File: config.mk
export PLATFORM = sky130hd
export DESIGN_NAME = rolling_hash_substring_matcher_unit
export DESIGN_NICKNAME = d
export VERILOG_FILES = /design/src/hdl/rhsm_pkg.sv /design/src/hdl/rolling_hash_substring_matcher_unit.sv /design/src/hdl/rhsm_front.sv /design/src/hdl/rhsm_mulmod.sv /design/src/hdl/rhsm_back.sv
export VERILOG_INCLUDE_DIRS = /design/src /design/src/hdl
export SDC_FILE = /design/constraint.sdc
export NUM_CORES = 2
export LEC_CHECK = 0
export BUFFER_PORTS_ARGS = -buffer_cell sky130_fd_sc_hd__buf_2
export CAP_MARGIN = 20
export CORE_ASPECT_RATIO = 1.2
export CORE_MARGIN = 2
export CORE_UTILIZATION = 63
export CTS_CLUSTER_SIZE = 10
export DETAILED_ROUTE_END_ITERATION = 10
export PLACE_DENSITY = 0.8
export SYNTH_ARGS = -nofsm -noshare
export SYNTH_HDL_FRONTEND = slang
export SYNTH_SLANG_ARGS = --single-unit
File: constraint.sdc
create_clock -name clk -period 8.9 [get_ports clk]
set_clock_uncertainty 0.1 [all_clocks]
set_input_delay 2.225 -clock clk [delete_from_list [all_inputs] [get_ports clk]]
set_output_delay 2.225 -clock clk [all_outputs]
set_load 0.02 [all_outputs]
File: src/hdl/assert_macros.svh
// Assertion macros used by the matcher RTL.
`ifndef ASSERT_MACROS_SVH
`define ASSERT_MACROS_SVH

// Property that must hold at every clock edge out of reset.
`define ASSERT_ALWAYS(lbl, clk, rstn, prop) \
	lbl: assert property (@(posedge clk) disable iff (!rstn) (prop)) \
		else $error("assertion failed");

// Antecedent in this cycle implies consequent in the same cycle.
`define ASSERT_IMPL(lbl, clk, rstn, ante, cons) \
	lbl: assert property (@(posedge clk) disable iff (!rstn) (ante) |-> (cons)) \
		else $error("assertion failed");

`endif

File: src/hdl/rhsm_pkg.sv
// Shared types, constants and helpers of the rolling hash matcher.
`timescale 1ns / 1ps
package rhsm_pkg;
	localparam int MAX_PATTERN = 64;
	localparam int PIDX_W      = $clog2(MAX_PATTERN);
	localparam int PCNT_W      = $clog2(MAX_PATTERN + 1);
	localparam int POS_W       = 24;
	localparam int HASH_W      = 16;
	localparam int CHAR_W      = 8;
	localparam int OP_W        = 2;
	localparam int CFG_W       = 32;
	localparam logic [HASH_W-1:0] BASE_RST = 16'd7000;
	localparam logic [HASH_W-1:0] MOD_RST  = 16'd7069;
	localparam logic [POS_W-1:0]  POS_MAX  = {POS_W{1'b1}};

	localparam logic [OP_W-1:0] OP_APPEND  = 2'd0;
	localparam logic [OP_W-1:0] OP_TEXT    = 2'd1;
	localparam logic [OP_W-1:0] OP_RESTART = 2'd2;

	typedef struct packed {
		logic [OP_W-1:0]   op;
		logic [CHAR_W-1:0] chr;
	} item_t;

	typedef struct packed {
		logic [HASH_W-1:0] base;
		logic [HASH_W-1:0] modulus;
	} cfg_t;

	// Reduce a value below twice the modulus.
	function automatic logic [HASH_W-1:0] mod_fix(input logic [HASH_W:0] v,
			input logic [HASH_W-1:0] m);
		logic [HASH_W:0] d;
		begin
			d = v - {1'b0, m};
			mod_fix = (v >= {1'b0, m}) ? d[HASH_W-1:0] : v[HASH_W-1:0];
		end
	endfunction
endpackage

File: src/hdl/rolling_hash_substring_matcher_unit.sv
// Top level of the streaming rolling hash substring matcher.
`timescale 1ns / 1ps
// Streaming Rabin-Karp matcher. Items carry an opcode (append pattern byte, text
// byte, restart) and a byte; each text item gives one result with a match flag
// and the window start position, other items give none. All modular products
// go through one bit-serial multiplier. A text item does extra products once the
// window fills and the outgoing byte is removed, compares the window with the
// pattern byte by byte when the hashes agree, and may wait for the previous
// result to leave. A restart is handled in the idle state without the multiplier.
// A two-entry queue decouples input acceptance from execution,
// and a result register lets the next item start while a result waits.
// hash_base is at byte address 0 and hash_modulus at 4; write them only while idle.
module rolling_hash_substring_matcher_unit (
	input  logic                          clk,
	input  logic                          arst_n,
	input  logic                          psel,
	input  logic                          penable,
	input  logic                          pwrite,
	input  logic [2:0]                    paddr,
	input  logic [rhsm_pkg::CFG_W-1:0]    pwdata,
	output logic [rhsm_pkg::CFG_W-1:0]    prdata,
	output logic                          pready,
	input  logic                          in_valid,
	output logic                          in_stall,
	input  logic [rhsm_pkg::OP_W-1:0]     opcode,
	input  logic [rhsm_pkg::CHAR_W-1:0]   in_char,
	output logic                          out_valid,
	input  logic                          out_stall,
	output logic                          match_found,
	output logic [rhsm_pkg::POS_W-1:0]    start_position
);
	rhsm_pkg::cfg_t  cfg_q;
	rhsm_pkg::item_t q_item;
	logic            q_valid, q_pop;

	assign pready = 1'b1;
	assign prdata = {{(rhsm_pkg::CFG_W-rhsm_pkg::HASH_W){1'b0}},
		paddr[2] ? cfg_q.modulus : cfg_q.base};

	always_ff @(posedge clk or negedge arst_n) begin
		if (!arst_n) begin
			cfg_q.base    <= rhsm_pkg::BASE_RST;
			cfg_q.modulus <= rhsm_pkg::MOD_RST;
		end else if (psel && penable && pwrite && pready) begin
			if (paddr[2]) cfg_q.modulus <= pwdata[rhsm_pkg::HASH_W-1:0];
			else cfg_q.base <= pwdata[rhsm_pkg::HASH_W-1:0];
		end
	end

	rhsm_front u_front (
		.clk(clk), .arst_n(arst_n), .in_valid(in_valid), .in_stall(in_stall),
		.opcode(opcode), .in_char(in_char), .q_valid(q_valid), .q_item(q_item),
		.q_pop(q_pop)
	);

	rhsm_back u_back (
		.clk(clk), .arst_n(arst_n), .cfg(cfg_q), .q_valid(q_valid), .q_item(q_item),
		.q_pop(q_pop), .out_valid(out_valid), .out_stall(out_stall),
		.match_found(match_found), .start_position(start_position)
	);
endmodule

File: src/hdl/rhsm_front.sv
// Input side: accepts items, drops unused opcodes and queues the rest.
`timescale 1ns / 1ps
module rhsm_front (
	input  logic                          clk,
	input  logic                          arst_n,
	input  logic                          in_valid,
	output logic                          in_stall,
	input  logic [rhsm_pkg::OP_W-1:0]     opcode,
	input  logic [rhsm_pkg::CHAR_W-1:0]   in_char,
	output logic                          q_valid,
	output rhsm_pkg::item_t               q_item,
	input  logic                          q_pop
);
	rhsm_pkg::item_t slot_q [2];
	logic [1:0] cnt_q;
	logic       rd_q;
	logic       wr_q;
	logic       acc, keep, pop;

	assign in_stall = (cnt_q == 2'd2);
	assign acc      = in_valid && !in_stall;
	assign keep     = acc && (opcode == rhsm_pkg::OP_APPEND || opcode == rhsm_pkg::OP_TEXT ||
		opcode == rhsm_pkg::OP_RESTART);
	assign q_valid  = (cnt_q != 2'd0);
	assign pop      = q_pop && q_valid;
	assign q_item   = slot_q[rd_q];

	always_ff @(posedge clk) begin
		if (keep) begin
			slot_q[wr_q].op  <= opcode;
			slot_q[wr_q].chr <= in_char;
		end
	end

	always_ff @(posedge clk or negedge arst_n) begin
		if (!arst_n) begin
			cnt_q <= 2'd0;
			rd_q  <= 1'b0;
			wr_q  <= 1'b0;
		end else begin
			if (keep) wr_q <= ~wr_q;
			if (pop) rd_q <= ~rd_q;
			cnt_q <= cnt_q + {1'b0, keep} - {1'b0, pop};
		end
	end
endmodule

File: src/hdl/rhsm_mulmod.sv
// Bit-serial modular multiplier: r = x * y mod m, x below m, one bit of y a cycle.
`timescale 1ns / 1ps
module rhsm_mulmod (
	input  logic                          clk,
	input  logic                          arst_n,
	input  logic                          start,
	input  logic [rhsm_pkg::HASH_W-1:0]   m,
	input  logic [rhsm_pkg::HASH_W-1:0]   x,
	input  logic [rhsm_pkg::HASH_W-1:0]   y,
	output logic                          done,
	output logic [rhsm_pkg::HASH_W-1:0]   r
);
	localparam int CW = $clog2(rhsm_pkg::HASH_W);
	logic                        busy_q, done_q;
	logic [CW-1:0]               cnt_q;
	logic [rhsm_pkg::HASH_W-1:0] r_q, x_q, y_q, d1, d2;

	always_comb begin
		d1 = rhsm_pkg::mod_fix({r_q, 1'b0}, m);
		d2 = y_q[cnt_q] ? rhsm_pkg::mod_fix({1'b0, d1} + {1'b0, x_q}, m) : d1;
	end

	always_ff @(posedge clk) begin
		if (start && !busy_q) begin
			x_q <= x;
			y_q <= y;
			r_q <= '0;
		end else if (busy_q) begin
			r_q <= d2;
		end
	end

	always_ff @(posedge clk or negedge arst_n) begin
		if (!arst_n) begin
			busy_q <= 1'b0;
			done_q <= 1'b0;
			cnt_q  <= '0;
		end else begin
			done_q <= 1'b0;
			if (start && !busy_q) begin
				busy_q <= 1'b1;
				cnt_q  <= CW'(rhsm_pkg::HASH_W - 1);
			end else if (busy_q) begin
				if (cnt_q == '0) begin
					busy_q <= 1'b0;
					done_q <= 1'b1;
				end else begin
					cnt_q <= cnt_q - 1'b1;
				end
			end
		end
	end

	assign done = done_q;
	assign r    = r_q;
endmodule

File: src/hdl/rhsm_back.sv
// Execution side: hash sequencer, pattern and window memories, result register.
`timescale 1ns / 1ps
`include "assert_macros.svh"
module rhsm_back (
	input  logic                          clk,
	input  logic                          arst_n,
	input  rhsm_pkg::cfg_t                cfg,
	input  logic                          q_valid,
	input  rhsm_pkg::item_t               q_item,
	output logic                          q_pop,
	output logic                          out_valid,
	input  logic                          out_stall,
	output logic                          match_found,
	output logic [rhsm_pkg::POS_W-1:0]    start_position
);
	localparam int HW = rhsm_pkg::HASH_W;
	localparam int PW = rhsm_pkg::POS_W;
	localparam int IW = rhsm_pkg::PIDX_W;
	localparam int NW = rhsm_pkg::PCNT_W;
	localparam int CW = rhsm_pkg::CHAR_W;

	typedef enum logic [11:0] {
		ST_IDLE = 12'b000000000001,
		ST_RB   = 12'b000000000010,
		ST_RC   = 12'b000000000100,
		ST_MH   = 12'b000000001000,
		ST_MP   = 12'b000000010000,
		ST_RP   = 12'b000000100000,
		ST_MS   = 12'b000001000000,
		ST_WR   = 12'b000010000000,
		ST_RH   = 12'b000100000000,
		ST_CMP  = 12'b001000000000,
		ST_CHK  = 12'b010000000000,
		ST_OUT  = 12'b100000000000
	} state_t;

	state_t state_q;
	logic [NW-1:0] pcount_q, i_q;
	logic [HW-1:0] phash_q, bpow_q, whash_q, b_q, c_q, t_q, bpr_q;
	logic [PW-1:0] pos_q, start_q;
	logic [IW-1:0] rptr_q;
	logic [CW-1:0] chr_q, old_q;
	logic          app_q, issued_q, hit_q;
	logic          oval_q, omatch_q;
	logic [PW-1:0] opos_q;

	logic [CW-1:0] pmem [rhsm_pkg::MAX_PATTERN];
	logic [CW-1:0] wmem [rhsm_pkg::MAX_PATTERN];
	logic [CW-1:0] prd_q, wrd_q;
	logic [IW-1:0] prd_a, wrd_a, wbase;

	logic [HW-1:0] m, mm_x, mm_y, mm_r, sum_c, sub_r;
	logic          mm_start, mm_done, mm_state, out_free;
	logic [PW:0]   pos1, st_calc;

	assign m = (cfg.modulus < 16'd2) ? 16'd2 : cfg.modulus;

	rhsm_mulmod u_mm (
		.clk(clk), .arst_n(arst_n), .start(mm_start), .m(m),
		.x(mm_x), .y(mm_y), .done(mm_done), .r(mm_r)
	);

	always_comb begin
		mm_state = 1'b1;
		mm_x     = 16'd1;
		mm_y     = cfg.base;
		case (state_q)
			ST_RB: mm_y = cfg.base;
			ST_RC: mm_y = {{(HW-CW){1'b0}}, chr_q};
			ST_MH: begin
				mm_x = b_q;
				mm_y = app_q ? phash_q : whash_q;
			end
			ST_MP: begin
				mm_x = b_q;
				mm_y = bpow_q;
			end
			ST_RP: mm_y = bpow_q;
			ST_MS: begin
				mm_x = bpr_q;
				mm_y = {{(HW-CW){1'b0}}, old_q};
			end
			ST_RH: mm_y = phash_q;
			default: mm_state = 1'b0;
		endcase
	end
	assign mm_start = mm_state && !issued_q;

	assign sum_c   = rhsm_pkg::mod_fix({1'b0, mm_r} + {1'b0, c_q}, m);
	// t + m - sub stays below 2m
	assign sub_r   = rhsm_pkg::mod_fix({1'b0, t_q} + {1'b0, m} - {1'b0, mm_r}, m);
	assign pos1    = {1'b0, pos_q} + 1'b1;
	assign st_calc = pos1 - {{(PW+1-NW){1'b0}}, pcount_q};
	assign wbase   = rptr_q - pcount_q[IW-1:0];
	assign prd_a   = i_q[IW-1:0];
	assign wrd_a   = (state_q == ST_RP) ? wbase : wbase + i_q[IW-1:0];
	assign out_free = !oval_q || !out_stall;
	assign q_pop   = (state_q == ST_IDLE);

	always_ff @(posedge clk) begin
		prd_q <= pmem[prd_a];
		wrd_q <= wmem[wrd_a];
		if (state_q == ST_MP && mm_done) pmem[pcount_q[IW-1:0]] <= chr_q;
		if (state_q == ST_WR) wmem[rptr_q] <= chr_q;
	end

	always_ff @(posedge clk) begin
		if (state_q == ST_IDLE) begin
			chr_q <= q_item.chr;
			app_q <= (q_item.op == rhsm_pkg::OP_APPEND);
		end
		if (mm_done) begin
			case (state_q)
				ST_RB: b_q <= mm_r;
				ST_RC: c_q <= mm_r;
				ST_MH: t_q <= sum_c;
				ST_RP: begin
					bpr_q <= mm_r;
					old_q <= wrd_q;
				end
				ST_MS: t_q <= sub_r;
				default: ;
			endcase
		end
		// a window that is not yet full starts at zero
		if (state_q == ST_WR)
			start_q <= (pcount_q == '0) ? pos_q :
				(pos1 >= {{(PW+1-NW){1'b0}}, pcount_q}) ? st_calc[PW-1:0] : '0;
		if (state_q == ST_OUT && out_free) begin
			omatch_q <= hit_q;
			opos_q   <= start_q;
		end
	end

	always_ff @(posedge clk or negedge arst_n) begin
		if (!arst_n) begin
			state_q  <= ST_IDLE;
			pcount_q <= '0;
			phash_q  <= '0;
			bpow_q   <= 16'd1;
			whash_q  <= '0;
			pos_q    <= '0;
			rptr_q   <= '0;
			i_q      <= '0;
			issued_q <= 1'b0;
			hit_q    <= 1'b0;
			oval_q   <= 1'b0;
		end else begin
			if (oval_q && !out_stall && !(state_q == ST_OUT && out_free)) oval_q <= 1'b0;
			if (mm_start) issued_q <= 1'b1;
			if (mm_done) issued_q <= 1'b0;
			case (state_q)
				ST_IDLE: begin
					if (q_valid) begin
						if (q_item.op == rhsm_pkg::OP_RESTART) begin
							pcount_q <= '0;
							phash_q  <= '0;
							bpow_q   <= 16'd1;
							whash_q  <= '0;
							pos_q    <= '0;
							rptr_q   <= '0;
						end else if (q_item.op == rhsm_pkg::OP_TEXT ||
								pcount_q != NW'(rhsm_pkg::MAX_PATTERN)) begin
							state_q <= ST_RB;
						end
					end
				end
				ST_RB: if (mm_done) state_q <= ST_RC;
				ST_RC: if (mm_done) state_q <= ST_MH;
				ST_MH: begin
					if (mm_done) begin
						if (app_q) state_q <= ST_MP;
						else if (pcount_q != '0 &&
								pos_q >= {{(PW-NW){1'b0}}, pcount_q}) state_q <= ST_RP;
						else state_q <= ST_WR;
					end
				end
				ST_MP: begin
					if (mm_done) begin
						bpow_q   <= mm_r;
						phash_q  <= t_q;
						pcount_q <= pcount_q + 1'b1;
						whash_q  <= '0;
						pos_q    <= '0;
						rptr_q   <= '0;
						state_q  <= ST_IDLE;
					end
				end
				ST_RP: if (mm_done) state_q <= ST_MS;
				ST_MS: if (mm_done) state_q <= ST_WR;
				ST_WR: begin
					whash_q <= t_q;
					rptr_q  <= rptr_q + 1'b1;
					if (pos_q != rhsm_pkg::POS_MAX) pos_q <= pos_q + 1'b1;
					hit_q <= 1'b0;
					i_q   <= '0;
					if (pcount_q != '0 && pos1 >= {{(PW+1-NW){1'b0}}, pcount_q})
						state_q <= ST_RH;
					else
						state_q <= ST_OUT;
				end
				ST_RH: begin
					if (mm_done) state_q <= (mm_r == whash_q) ? ST_CMP : ST_OUT;
				end
				ST_CMP: state_q <= ST_CHK;
				ST_CHK: begin
					if (prd_q != wrd_q) begin
						state_q <= ST_OUT;
					end else if (i_q + 1'b1 == pcount_q) begin
						hit_q   <= 1'b1;
						state_q <= ST_OUT;
					end else begin
						i_q     <= i_q + 1'b1;
						state_q <= ST_CMP;
					end
				end
				ST_OUT: begin
					if (out_free) begin
						oval_q  <= 1'b1;
						state_q <= ST_IDLE;
					end
				end
				default: state_q <= ST_IDLE;
			endcase
		end
	end

	assign out_valid      = oval_q;
	assign match_found    = omatch_q;
	assign start_position = opos_q;

	`ASSERT_ALWAYS(a_state_onehot, clk, arst_n, $onehot(state_q))
	`ASSERT_IMPL(a_mm_reduced, clk, arst_n, mm_done, mm_r < m)
	`ASSERT_IMPL(a_hit_full, clk, arst_n, state_q == ST_OUT && hit_q,
		pcount_q != '0 && i_q + 1'b1 == pcount_q)
endmodule
After elaboration in Yosys (flattened, before gate mapping)
Memories as Yosys holds them, arrays and structs flattened. A register that Yosys moved wholly into a read port is not among the register bits. Index checks and enable logic that the tools add are counted.

Bits in latches: 0. Memory bits (writable): 1044. Bits in read-only memories: 0. Output and inout port bits: 60. Input port bits: 52. Word-level logic and storage cells: 239. Register bits: 327. Memories kept: 3.

Equal/unequal tests: 39. Bitwise gates (word level): 3. Muxes and demuxes: 84. Shift operators: 0. $lt $le $gt $ge: 8. Add/sub/neg operators: 19. Multiply operators: 0. Reduce and logical (&&, ||, !) cells: 51. Divide/modulo/power cells: 0.

Memory list: u_back.pmem (words 64, bits a word 8, rd ports 1, clocked after memory_dff 1, wr ports 1, RTL line rhsm_back.sv:47) `logic [CW-1:0] pmem [rhsm_pkg::MAX_PATTERN];`; u_back.wmem (words 64, bits a word 8, rd ports 1, clocked after memory_dff 1, wr ports 1, RTL line rhsm_back.sv:48) `logic [CW-1:0] wmem [rhsm_pkg::MAX_PATTERN];`; u_front.slot_q (words 2, bits a word 10, rd ports 1, clocked after memory_dff 0, wr ports 1, RTL line rhsm_front.sv:14) `rhsm_pkg::item_t slot_q [2];`.

Operators with widths (count): $mux W16 (15); $mux W12 (16); $mux W24 (6); $pmux W12 S12 (1); $pmux W16 S2 (4); $pmux W16 S5 (1); $pmux W24 S3 (1); $ge A17 B16 Y1 (4); $sub A16 B16 Y16 (4); $add A16 B16 Y17 (3); $pmux W16 S3 (1); $mux W7 (5); $pmux W7 S2 (2); $add A24 B1 Y25 const B (1); $ge A25 B7 Y1 (1); $add A24 B1 Y24 const B (1); $ge A24 B7 Y1 (1); $mux W6 (4); $ne A2 B2 Y1 const B (12); $ne A24 B24 Y1 const B (1); $sub A24 B7 Y24 (1); $mux W1 (21); $pmux W6 S3 (1); $sub A17 B16 Y17 (1); 49 further kinds (96).

Logic depth before layout (Yosys ltp)
Depth in word-level cells: 8. Depth in mapped cells: 31. Mapped depth without buffers: 29.

Hierarchy
From an unflattened synthesis, not the netlist that was laid out.

Cell total of the unflattened synthesis: 4914. Area total of the unflattened synthesis: 63608.5 µm².

By module, submodules not included: rhsm_back (instances 1, area an instance 56538.0 µm², seq. area each 37653.6 µm², cells an instance 4284); rhsm_mulmod (instances 1, area an instance 4520.6 µm², seq. area each 1431.4 µm², cells an instance 473); rolling_hash_substring_matcher_unit (instances 1, area an instance 1617.8 µm², seq. area each 820.8 µm², cells an instance 105); rhsm_front (instances 1, area an instance 932.1 µm², seq. area each 700.7 µm², cells an instance 52).

Worst setup path before layout
Ideal clock, no wire load.

Path kind: reg2reg. From: register cfg_q[14] in the netlist's numbering. To: register u_back.u_mm.r_q, in the netlist u_back.u_mm.r[4]. Required time: 8.678 ns. Data arrival time: 6.531 ns. Path slack: 2.147 ns. Setup time: 0.122 ns. Period minus slack after synthesis: 6.753 ns. Path buffers: 2. Cell stages (with the launch flop): 30. Cell sequence: dfrtp_1 or4_1 nor4_1 nor2_1 ha_1 o21ai_0 nand2b_1 o311ai_1 a31oi_1 o21a_1 buf_4 a31o_2 ha_1 a211oi_1 a21oi_1 o211a_1 a311o_1 a21oi_1 xnor2_1 ha_1 nand2_1 nor2_1 nand3_1 nor4_1 a2111oi_0 o211ai_1 clkbuf_1 mux2i_1 nor2_1 a221o_1.

Longest elaborated chain between the ends: 8. Elaborated cells between the ends (all ways): 10. Classes of those cells: 3 x add/sub; 3 x order compare; 4 x mux.

Ends and longest elaborated chain: start: declaration (RTL line rolling_hash_substring_matcher_unit.sv:32) `rhsm_pkg::cfg_t cfg_q;`; $lt A16 B2 Y1 (RTL line rhsm_back.sv:56) `assign m = (cfg.modulus < 16'd2) ? 16'd2 : cfg.modulus;`; $mux W16 (*) (RTL line rhsm_back.sv:56); $sub A16 B16 Y16 / $ge A17 B16 Y1 (equally long branches) (RTL line rhsm_pkg.sv:35, rhsm_pkg.sv:36); $mux W16 (RTL line rhsm_pkg.sv:36) `mod_fix = (v >= {1'b0, m}) ? d[HASH_W-1:0] : v[HASH_W-1:0];`; $add A16 B16 Y17 (RTL line rhsm_mulmod.sv:20) `d2 = y_q[cnt_q] ? rhsm_pkg::mod_fix({1'b0, d1} + {1'b0, x_q}, m) : d1;`; $sub A16 B16 Y16 / $ge A17 B16 Y1 (equally long branches) (RTL line rhsm_pkg.sv:35, rhsm_pkg.sv:36); $mux W16 (RTL line rhsm_pkg.sv:36); $mux W16 (*) (RTL line rhsm_mulmod.sv:20); end signal: assignment (RTL line rhsm_mulmod.sv:27) `r_q <= '0;`; end signal: assignment (RTL line rhsm_mulmod.sv:29) `r_q <= d2;`; end: declaration (RTL line rhsm_mulmod.sv:16) `logic [rhsm_pkg::HASH_W-1:0] r_q, x_q, y_q, d1, d2;`.

Mark *: on every way between the ends. The rest lies on a longest branch, timed or not. A chain may end at the register's enable or synchronous reset.

Final worst setup path
From: register cfg_q[15] in the netlist's numbering. To: register u_back.u_mm.r_q, in the netlist u_back.u_mm.r[14].

The elaborated chain is that of the path after synthesis.

==> impl_metrics.json <==
{
  "worstReg2RegEnd": "u_back.u_mm.r[14]",
  "static-leakage-power_nw": 23.5,
  "cts.reportedPaths.clkPinSlew_ns": 0.06,
  "finish.net_count": 4751,
  "netlist_top_cells_count": "edfxtp_1 (1,206), nand2_1 (358), nor2_1 (313), a21oi_1 (195), o21ai_0 (178)",
  "post-synth-top-area-fraction_pct": 57.5,
  "via_per_inst": 6.68,
  "p_per_area_nw_per_um2": 325,
  "cp-start-kind": "register",
  "yosys-top-cells-area": "edfxtp_1 (57%), mux4_2 (5.4%), dfrtp_1 (5.2%)",
  "yosysMostFrequentCell": "edfxtp_1",
  "slew-limit-headroom_pct": 26.1,
  "drc_errors": 0,
  "cts_tree": "done",
  "postSynthAreaPerCell_sq_um": 14.2,
  "ff2ff_setup_slack_ns": 1.13,
  "hold_class": "register to register",
  "numCtsBuffers": 158,
  "cp_data_arrival_time_ns": 8.31,
  "die_width_um": 293,
  "gpl.final_weighted_congestion": 0.936,
  "top_level_ports": 112,
  "slowest_delay_ns": 0.60,
  "drt-wirelength-per-cell_um": 26.6,
  "vias_in_the_first_global_route": 39200,
  "cap_violations": 0,
  "h-tree-depth": 4,
  "worst_hold_startpoint": "u_back.start_q[20]",
  "place_worst_setup_slack_ns": 1.25,
  "synth_warnings": 0,
  "cts-hold-fix-buffers": 0,
  "final_slew_violations": 0,
  "grtUsageMet2_pct": 51.1,
  "initial_utilization_pct": 63.3,
  "initial_antenna_violation_count": 2,
  "worst_slew_pin_slew_ns": 1.11,
  "top_usage_layer": "met2",
  "flow.area_growth_from_synthesis_pct": 9.72,
  "grt_setup_unrepaired": "no",
  "worstReg2RegStart": "cfg_q[15]",
  "syn_area_sq_um": 63000,
  "synth_top_flop_cell": "edfxtp_1",
  "final-setup-viol-count": 0,
  "ys_types": 99,
  "slowest_stage": "or4_1",
  "grtUsageMet3_pct": 5.71,
  "drt-pass1-iter-count": 8,
  "synth_seq_area_share_pct": 64.5,
  "synth_async_sr_flop_share_pct": 10.7,
  "final_period_utilization_pct": 87.3,
  "first_pass_grt_wire_length_mm": 237,
  "cts_post_setup_buffers_inserted": 0,
  "cp_max_fo": 21,
  "tot_gr_track_use_pct": 30.9,
  "design.core.area_sq_um": 99500,
  "cts-root-to-sink-buffers": 3,
  "layoutNonFillerInstCount": 5885,
  "endpoint_kind": "register",
  "setup_total_negative_slack_ns": 0,
  "synth_enable_flop_cells": 1206,
  "ir_worst_vdd_v": 0.000699,
  "worstSetupPathType": "register to register",
  "number_of_placement_rows": 127,
  "groute.layer.met1.usage_pct": 39.0,
  "starting_drt_drc_count": 4625,
  "final_layout_size_suffix_gt1_share_pct": 14.6,
  "timing.final.ws_setup_ns": 1.13,
  "worst_ep_required_time_ns": 9.44,
  "fp.dieH_um": 350,
  "timing.reg2reg.worst_path_depth": 30,
  "routed_wirelength_mm": 157,
  "achievable-frequency_mhz": 129,
  "grt_start_max_net_pins": 154,
  "synth_top_area_cell": "edfxtp_1",
  "hold_path_depth": 0,
  "syn-instance-count": 4426,
  "num_vias": 39300,
  "final.min_clock_period_ns": 7.77,
  "worst_hold_end": "u_back.start_position[20]",
  "number_of_buffers_inserted_by_port_buffering": 76,
  "post-dp-hpwl_mm": 99.3,
  "detail-route-antenna-nets": 0,
  "overflow": 0,
  "clkLatencyLatePin_ns": 0.76,
  "die_area_sq_um": 103000,
  "run_status": "completed",
  "clk_root_buffer_cell": "clkbuf_16",
  "place_inst": 5659,
  "final-hold-violation-count": 0,
  "clock_sink_count": 1387,
  "cts.repair.resized": 0,
  "yosys_register_bits": 1387
}
final cells by class:
| cell class | count | area (sq um) |
|---|---|---|
| Clock buffer | 206 | 4200 |
| Timing Repair Buffer | 154 | 1030 |
| Inverter | 123 | 462 |
| Antenna cell | 1 | 2.50 |
| Clock inverter | 18 | 284 |
| Sequential cell | 1387 | 40600 |
| Tap cell | 1290 | 1610 |
| Multi-Input combinational cell | 2706 | 20900 |
| Fill cell | 6396 | 30400 |
logic make-up (layout without fill, tap and decap cells):
kind of cell,Yosys count,after routing,share of synthesized area (%)
muxes,437,437,10.3
DFF,1387,1387,64.5
buffers and inverters,348,501,2.53
xor gates and xnor gates,158,158,2.20
AOI/OAI and AO/OA,845,845,8.91
and+or+nand+nor,1078,1078,7.97
other,2,18,0.0119
adders and majority gates,171,171,3.67
routing by layer:
metal | up-vias | part of all wire [%]
li1 | 17200 | -
met1 | 19500 | 37
met2 | 2129 | 49
met3 | 466 | 8.6
met4 | 0 | 5.7
met5 | - | 0
worst max path at each step:
| stage | start | end |
|---|---|---|
| final | cfg_q[15] | u_back.u_mm.r[14] |
| after global routing | cfg_q[15] | u_back.u_mm.r[3] |
| after CTS | cfg_q[15] | u_back.u_mm.r[14] |
| after detailed placement | cfg_q[15] | u_back.u_mm.r[14] |
| after global placement | cfg_q[15] | u_back.u_mm.r[14] |
| after floorplan | cfg_q[14] | u_back.u_mm.r[4] |
metrics by stage:
step	power, mW	util [%]	cell area [sq um]	hold WS (ns)
2_1_floorplan	14.5	-	63100	0.300
3_3_place_gp	16.5	64.9	64600	0.307
3_5_place_dp	16.7	65.0	64600	0.306
4_1_cts	22.4	69.5	69100	0.315
5_1_grt	23.6	69.5	69100	0.319
6_report	22.4	69.5	69100	0.314
state kept, by name, summed over array words and instances, names as in the netlist, 20 cells and up:
register and count:
cfg_q 32, u_back.pmem 512, u_back.start_position 24, u_back.wmem 512, u_back.pos_q 24, u_back.start_q 24, u_front.slot_q 20
report_power, final:
group,switching [mW],internal [mW],leakage [nW]
clock,2.47,3.29,2.16
combinational,5.23,3.32,8.25
sequential,0.168,7.97,13.0
layout by cell type, fill, tap and decap left out, types with 42 or more instances in the layout:
cell,synthesis,routed
edfxtp_1,1206,1206
nand2_1,358,357
nor2_1,313,309
a21oi_1,195,194
o21ai_0,178,178
mux2i_1,170,170
clkbuf_16,0,160
mux4_2,152,152
ha_1,145,145
dfrtp_1,131,128
xnor2_1,125,124
inv_1,122,121
nand3_1,120,120
mux2_2,111,110
buf_2,33,75
buf_4,24,72
a211oi_1,49,49
nand4_1,44,44
clkbuf_1,127,44
a31oi_1,42,42
critical path: cells and delay by family, from the launching register on:
kind	cells	cell delay (ns)
AO/OA/AOI/OAI	11	2.41
AND/OR/NAND/NOR	11	2.59
buffers and inverters	2	0.38
adder cells (fa/ha/maj)	4	1.36
flip-flops	1	0.42
multiplexers	1	0.26
XOR/XNOR	1	0.14
Power figures use the tool's default switching activity.
